===== src/rtl/core/gbs_pkg.sv =====
package gbs_pkg;

    localparam int MAX_KEPT = 64;
    localparam int KEPT_AW  = (MAX_KEPT > 1) ? $clog2(MAX_KEPT) : 1;
    localparam int KEPT_CW  = $clog2(MAX_KEPT + 1);

    localparam int CFG_INDEX_W = 8;
    localparam int CFG_DATA_W  = 16;

    localparam logic [CFG_INDEX_W-1:0] REG_OVERLAP_THRESHOLD = CFG_INDEX_W'(0);
    localparam logic [CFG_INDEX_W-1:0] REG_CLASS_AGNOSTIC    = CFG_INDEX_W'(1);

    localparam logic [15:0] OVERLAP_THRESHOLD_RESET = 16'd29491;
    localparam logic        CLASS_AGNOSTIC_RESET    = 1'b1;

    typedef struct packed {
        logic               frame_start;
        logic signed [15:0] left_edge;
        logic signed [15:0] top_edge;
        logic signed [15:0] right_edge;
        logic signed [15:0] bottom_edge;
        logic [7:0]         class_label;
    } in_item_t;

    typedef struct packed {
        logic [15:0] box_number;
        logic        keep;
        logic        table_full;
    } out_item_t;

    typedef struct packed {
        logic signed [15:0] left_edge;
        logic signed [15:0] top_edge;
        logic signed [15:0] right_edge;
        logic signed [15:0] bottom_edge;
        logic [7:0]         class_label;
        logic [31:0]        area;
    } kept_entry_t;

    typedef struct packed {
        logic load;
        logic area;
        logic issue;
        logic finish;
    } ctl_cmd_t;

    typedef struct packed {
        logic total_zero;
        logic scan_last;
        logic pipe_busy;
        logic out_free;
    } dp_status_t;

    // hi - lo when positive, else zero
    function automatic logic [15:0] extent(input logic signed [15:0] lo,
                                           input logic signed [15:0] hi);
        logic signed [16:0] diff;
        diff = {hi[15], hi} - {lo[15], lo};
        return (hi > lo) ? diff[15:0] : 16'd0;
    endfunction

    function automatic logic signed [15:0] smax(input logic signed [15:0] a,
                                                input logic signed [15:0] b);
        return (a > b) ? a : b;
    endfunction

    function automatic logic signed [15:0] smin(input logic signed [15:0] a,
                                                input logic signed [15:0] b);
        return (a < b) ? a : b;
    endfunction

endpackage


===== src/rtl/core/gbs_ctrl.sv =====
module gbs_ctrl
    import gbs_pkg::*;
(
    input  logic       clk,
    input  logic       rst_n,
    input  logic       in_valid,
    output logic       in_stall,
    input  dp_status_t status,
    output ctl_cmd_t   cmd
);

    localparam logic [2:0] ST_IDLE   = 3'd0;
    localparam logic [2:0] ST_AREA   = 3'd1;
    localparam logic [2:0] ST_SCAN   = 3'd2;
    localparam logic [2:0] ST_DRAIN  = 3'd3;
    localparam logic [2:0] ST_FINISH = 3'd4;

    logic [2:0] state_reg;
    logic [2:0] state_next;

    assign in_stall = (state_reg != ST_IDLE);

    always_comb
    begin
        state_next = state_reg;
        cmd        = '0;
        unique case (state_reg)
            ST_IDLE:
            begin
                if (in_valid)
                begin
                    cmd.load   = 1'b1;
                    state_next = ST_AREA;
                end
            end
            ST_AREA:
            begin
                cmd.area   = 1'b1;
                state_next = status.total_zero ? ST_FINISH : ST_SCAN;
            end
            ST_SCAN:
            begin
                cmd.issue = 1'b1;
                if (status.scan_last)
                begin
                    state_next = ST_DRAIN;
                end
            end
            ST_DRAIN:
            begin
                if (!status.pipe_busy)
                begin
                    state_next = ST_FINISH;
                end
            end
            ST_FINISH:
            begin
                if (status.out_free)
                begin
                    cmd.finish = 1'b1;
                    state_next = ST_IDLE;
                end
            end
            default:
            begin
                state_next = ST_IDLE;
            end
        endcase
    end

    always_ff @(posedge clk or negedge rst_n)
    begin
        if (!rst_n)
        begin
            state_reg <= ST_IDLE;
        end
        else
        begin
            state_reg <= state_next;
        end
    end

endmodule


===== config.mk =====
export PLATFORM = sky130hd
export DESIGN_NAME = gbs_ctrl
export DESIGN_NICKNAME = d
export VERILOG_FILES = /design/src/rtl/core/gbs_pkg.sv /design/src/rtl/core/gbs_ctrl.sv
export SDC_FILE = /design/constraint.sdc
export NUM_CORES = 1
export LEC_CHECK = 0
export BUFFER_PORTS_ARGS = -buffer_cell sky130_fd_sc_hd__buf_2
export CAP_MARGIN = 20
export CORE_AREA = 2 2 39 41
export CTS_BUF_LIST = sky130_fd_sc_hd__clkbuf_8
export DETAILED_ROUTE_END_ITERATION = 8
export DIE_AREA = 0 0 41 43
export PLACE_DENSITY_LB_ADDON = 0.08
export SYNTH_ARGS = -nofsm -noshare
export SYNTH_HDL_FRONTEND = slang
export SYNTH_SLANG_ARGS = --single-unit

===== constraint.sdc =====
create_clock -name clk -period 1.3 [get_ports clk]
set_clock_uncertainty 0.2 [all_clocks]
set_input_delay 0 -clock clk [delete_from_list [all_inputs] [get_ports clk]]
set_output_delay 0 -clock clk [all_outputs]
set_load 0.1 [all_outputs]

==> metrics.md, run 1 <==
| Metric | Value |
|---|---|
| H-tree Lvls | `1` |
| Worst Hold Depth | `4` |
| Clk Tree Root Cell | `clkbuf_8` |
| Setup violators final | `6` |
| Synth-to-Final Area Change | `215.8%` |
| Worst setup EP type | `primary output` |
| CTS Sinks | `3` |
| Status | `finished, violations left` |
| Residual DRC count | `0` |
| TritonCTS clock tree | `built` |
| Vias/cell | `4.090` |
| Library cells used by synthesis | `15` |
| Largest register FFs | `3` |
| R2R Setup Slk | `-0.08 ns` |
| First-pass GRT wire length | `between 1000 and 1500 µm` |
| Wire length per cell | `slightly below 10 µm` |
| TritonCTS buffer count | `3` |
| Critical Path Fanout Max | `2` |
| Placed cell count | `55` |
| Die area | `approximately 0.0018 mm²` |
| Non-Filler Instances | `between 60 and 70` |
| Slew Limit Fails | `0` |
| DR pass1 iterations | `1` |
| Syn_nets | `29` |
| Share of cells above drive strength 1 | `0.6863` |
| Core region area | `roughly 0.0014 mm²` |
| Filler instances | `139` |
| Initial core utilization | `0.1320` |
| Clk slew on worst S/H paths | `roughly 0.030 ns` |
| # diodes | `0` |
| Synth Area per Inst | `~8.3 µm²` |
| Commonest non-fill, non-tap cell in the layout | `buf_6` |
| Antenna violations before repair | `0` |
| Std-Cell Rows | `14` |
| Tmin final | `1.487 ns` |
| Tightest Pin Transition | `between 0.2 and 0.25 ns` |
| Pin count of the biggest net entering global routing | `10` |
| Routed Antenna Nets | `0` |
| Detailed Route Iter0 Violations | `0` |
| Hold Vio Cnt, Final | `0` |
| RSZ-0062 raised after global routing | `true` |
| Nets | `59` |
| DP Area | `around 410 µm²` |
| Hold Crit Class | `primary input to flop` |
| PortBufs | `11` |
| Die height | `43 µm` |
| WS Path Type | `flop to primary output` |
| CP Data Required Time | `1.10 ns` |
| R2R depth | `4` |
| Failing checks | `setup timing` |
| Setup slack after layout | `-0.1872 ns` |
| Fmax | `~0.67 GHz` |
| RD Place Congestion | `~0.73` |
| DRT Wirelength | `between 600 and 700 µm` |
| Grt ovf | `0` |
| Largest buffer count on any clock path | `2` |
| Most frequent cells in the layout | `buf_6 (7), dlygate4sd3_1 (6), buf_2 (6), buf_12 (4)` |
| Fin crit share | `1.144` |
| Max-Cap Viols | `0` |
| Total Negative Setup Slacks | `-0.8687 ns` |
| Total number of vias | `around 270` |
| Final Cell Area | `576.8 µm²` |
| Gr usage total | `0.09940` |
| Pre-CTS setup slack | `-0.03860 ns` |
| Chip Width | `between 40 and 50 µm` |
| Syn Inst Count | `22` |
| Mapped Area | `182.7 µm²` |
| Post-synthesis sequential area ratio | `0.4110` |
| Slew HR | `0.8424` |
| Post-detail-place hpwl | `approximately 470 µm` |
| Clk Latency, worst-skew pair | `0.21 ns` |
| Register bit total from synthesis | `3` |
| Vias in the first global route | `283` |
| Area of the multi-input gates | `around 160 µm²` |
| Arrival time at the worst endpoint | `1.29 ns` |
| CP Launch Type | `flop` |
| I/O Pins | `12` |
| Yosys warns | `0` |
| Register Area | `slightly below 80 µm²` |
==> critical path: stages (launching register included) <==
cell and delay [ns]:
dfrtp_2 0.39, or3_2 0.48, buf_6 0.20
==> synth_stat cells <==
cell      instances  area, µm²
dfrtp_1           3      75.07
nor3b_1           2      15.01
or3_2             1      7.510
o22ai_1           1      6.260
nor2b_1           1      6.260
a21oi_1           1      5.000
o21ai_0           2      10.01
inv_2             1      3.750
or2b_1            1      7.510
nand2_1           2      7.510
clkbuf_1          1      3.750
a211oi_1          2      15.01
or3_1             1      6.260
nor2_1            2      7.510
and3_1            1      6.260
==> metrics by stage <==
step	utilization	hold slack (ns)
final	0.4168	0.1051
after floorplan	-	-0.4956
after detailed placement	0.2975	-0.4038
after global routing	0.4168	0.1465
after CTS	0.4078	0.1118
after global placement	0.2975	-0.4063
==> final timing paths <==
path | start | end
max | state_reg[2] | in_stall
min | in_valid | state_reg[0]
max reg2reg | state_reg[1] | state_reg[1]
min reg2reg | state_reg[0] | state_reg[0]
max in group asynchronous | rst_n | state_reg[2]
min in group asynchronous | rst_n | state_reg[0]
==> routing by layer <==
layer  vias up  global-route usage  wire length, µm
met2         9              0.1469              356
met5         -                   0                0
li1        135                   -                -
met1       128              0.1190              251
met3         2             0.01571               29
met4         0             0.08000               14
==> cell type report <==
| cell class | instances | area share |
|---|---|---|
| inverters | 1 | 0.006508 |
| well taps | 16 | 0.03471 |
| clock inverters | 1 | 0.006508 |
| clock buffers | 3 | 0.07158 |
| flip-flops and latches | 3 | 0.1345 |
| repair buffers | 26 | 0.4707 |
| multi-input cells | 17 | 0.2755 |
==> cell families after synthesis <==
family,Yosys count,share of synthesized area
and+or+nand+nor,11,0.3494
AOI/OAI and AO/OA,6,0.1986
DFF,3,0.4109
buffers and inverters,2,0.04106
==> timing repair <==
item | 4_1_cts | 5_1_grt
setup buffers | 1 | 1
hold endpoints to repair | 6 | 0
gates resized for setup | 11 | 1
pin swaps | 6 | 2
endpoints found under the setup margin | 6 | 7
hold buffers | 6 | 0
Power of run 1 is not shown: default switching activity piles up to over one toggle a cycle in this logic, so the estimate is an artifact.
==> inputs of run 2 (changes only) <==
REMOVE_ABC_BUFFERS = 1   (was not set)
==> run 2 against run 1 <==
  * The run still ends with setup timing left
  * Routed wire length increased by 14%
  * Count of clock-buffer cells in the layout unchanged
  * Cell count increased by 3.0%
  * Die area unchanged
  * Sequential share of layout area about the same
  * Cell area decreased by 3.0%
  * Non-clock buffer count increased by 2
  * Hold slack improved by 0.20 ns
  * First-iteration DRC count increased by 2
  * Maximum frequency increased by 0.19%
  * Flip-flop and latch count unchanged
  * Register-to-register slack improved by 0.04 ns
  * Critical path type unchanged
  * Critical endpoint is now cmd[2]
  * Highest routed layer unchanged
==> metrics.md, run 2 (synthesis results as in run 1) <==
| Metric | Value |
|---|---|
| Fin crit share | `1.142 (-0.002219)` |
| Residual DRC count | `0 (unchanged)` |
| CP Launch Type | `flop` |
| Critical Path Fanout Max | `7 (+5)` |
| Slew HR | `0.8660 (+0.02352)` |
| Post-detail-place hpwl | `465.5 µm (-1.9%)` |
| Tmin final | `1.484 ns (-0.002885 ns)` |
| DR pass1 iterations | `2 (+1)` |
| Share of cells above drive strength 1 | `0.6604 (-0.02590)` |
| Wire length per cell | `10.77 µm (+11%)` |
| Hold Crit Class | `primary input to flop` |
| Total number of vias | `285 (+4.0%)` |
| Worst setup EP type | `primary output` |
| Clk Latency, worst-skew pair | `0.21 ns (about the same)` |
| First-pass GRT wire length | `1110 µm (-3.6%)` |
| Slew Limit Fails | `0 (unchanged)` |
| TritonCTS buffer count | `3 (unchanged)` |
| Fmax | `0.6737 GHz (+0.19%)` |
| Clk Tree Root Cell | `clkbuf_8` |
| Vias in the first global route | `299 (+5.7%)` |
| Die area | `0.001763 mm² (unchanged)` |
| Synth-to-Final Area Change | `206.2%` |
| TritonCTS clock tree | `built` |
| Total Negative Setup Slacks | `-0.8116 ns (+0.05709 ns)` |
| FF-to-FF Start | `state_reg[1]` |
| Commonest non-fill, non-tap cell in the layout | `buf_4` |
| Hold path startpoint | `in_valid` |
| RD Place Congestion | `0.7167 (-1.1%)` |
| Grt ovf | `0 (unchanged)` |
| Nets | `61 (+3.4%)` |
| RSZ-0062 raised after global routing | `true` |
| PortBufs | `11 (unchanged)` |
| WS Path Type | `flop to primary output` |
| # diodes | `0 (unchanged)` |
| Setup violators final | `6 (unchanged)` |
| I/O Pins | `12 (unchanged)` |
| Arrival time at the worst endpoint | `1.28 ns (about the same)` |
| Largest buffer count on any clock path | `2 (unchanged)` |
| Core region area | `0.001384 mm² (unchanged)` |
| Detailed Route Iter0 Violations | `2 (+2)` |
| Antenna violations before repair | `0 (unchanged)` |
| Routed Antenna Nets | `0 (unchanged)` |
| Setup slack after layout | `-0.1843 ns (+0.002885 ns)` |
| Worst setup path startpoint | `state_reg[0]` |
| DRT Wirelength | `743 µm (+14%)` |
| Gr usage total | `0.1015 (+0.002110)` |
| Pin count of the biggest net entering global routing | `8 (-2)` |
| Die height | `43 µm (unchanged)` |
| Initial core utilization | `0.1320 (unchanged)` |
| CTS Sinks | `3 (unchanged)` |
| Vias/cell | `4.130 (+1.0%)` |
| Clk slew on worst S/H paths | `0.03 ns (about the same)` |
| Max-Cap Viols | `0 (unchanged)` |
| CP Data Required Time | `1.10 ns (about the same)` |
| Status | `finished, violations left` |
| Std-Cell Rows | `14 (unchanged)` |
| Chip Width | `41 µm (unchanged)` |
| H-tree Lvls | `1 (unchanged)` |
| Tightest Pin Transition | `0.2016 ns (-0.03337 ns)` |
| Largest register FFs | `3 (unchanged)` |
| Failing checks | `setup timing` |
| Hold Vio Cnt, Final | `0 (unchanged)` |
| Most frequent cells in the layout | `buf_4 (7), dlygate4sd3_1 (6), buf_2 (6), buf_6 (5), buf_12 (4)` |
run 2: per-layer routing:
metal  vias up  track usage  part of all wire
met3         2      0.03141             0.039
li1        141            -                 -
met1       132      0.09355              0.36
met2        10       0.1594              0.59
met4         0       0.1000            0.0094
met5         -            0                 0
run 2: what timing repair did:
action | 4_1_cts | 5_1_grt
setup buffers | 2 | 1
endpoints found under the hold margin | 6 | 0
pin swaps | 1 | 3
gates resized for setup | 10 | 6
hold buffers | 6 | 0
endpoints found under the setup margin | 8 | 7
run 2: area by class of cell:
type,instances,area (µm²)
Sequential cell,3,75.07
Inverter,1,3.754
Clock buffer,3,41.29
Tap cell,16,20.02
Timing Repair Buffer,28,279.0
Fill cell,150,824.5
Multi-Input combinational cell,17,136.4
Clock inverter,1,3.754
run 2: critical path, cell delays in order, from the launching register on:
cell and delay (ns):
dfrtp_1 0.34, buf_6 0.15, or2b_1 0.26, nor2_2 0.13
buf_12 0.19
run 2: through the flow:
step	cells	setup slack (ns)	area, µm²	hold WS [ns]	utilization
floorplan	21	-1.693	178.9	-0.4956	-
global placement	56	-0.04433	374.1	-0.3984	0.2703
detailed placement	56	-0.03309	374.1	-0.3992	0.2703
CTS	68	-0.1848	528.0	0.2376	0.3816
global route	69	-0.2624	559.3	0.3499	0.4042
finish	69	-0.1843	559.3	0.3059	0.4042
run 2: worst paths after layout:
kind	endpoint	slack, ns	depth (start not counted)
max in group asynchronous	state_reg[0]	0.29	3
setup reg to reg	state_reg[1]	-0.04	3
setup / recovery	cmd[2]	-0.18	4
hold / removal	state_reg[0]	0.31	6
hold reg to reg	state_reg[0]	0.41	2
min in group asynchronous	state_reg[2]	0.46	3
Power of run 2 is left out for the same reason.
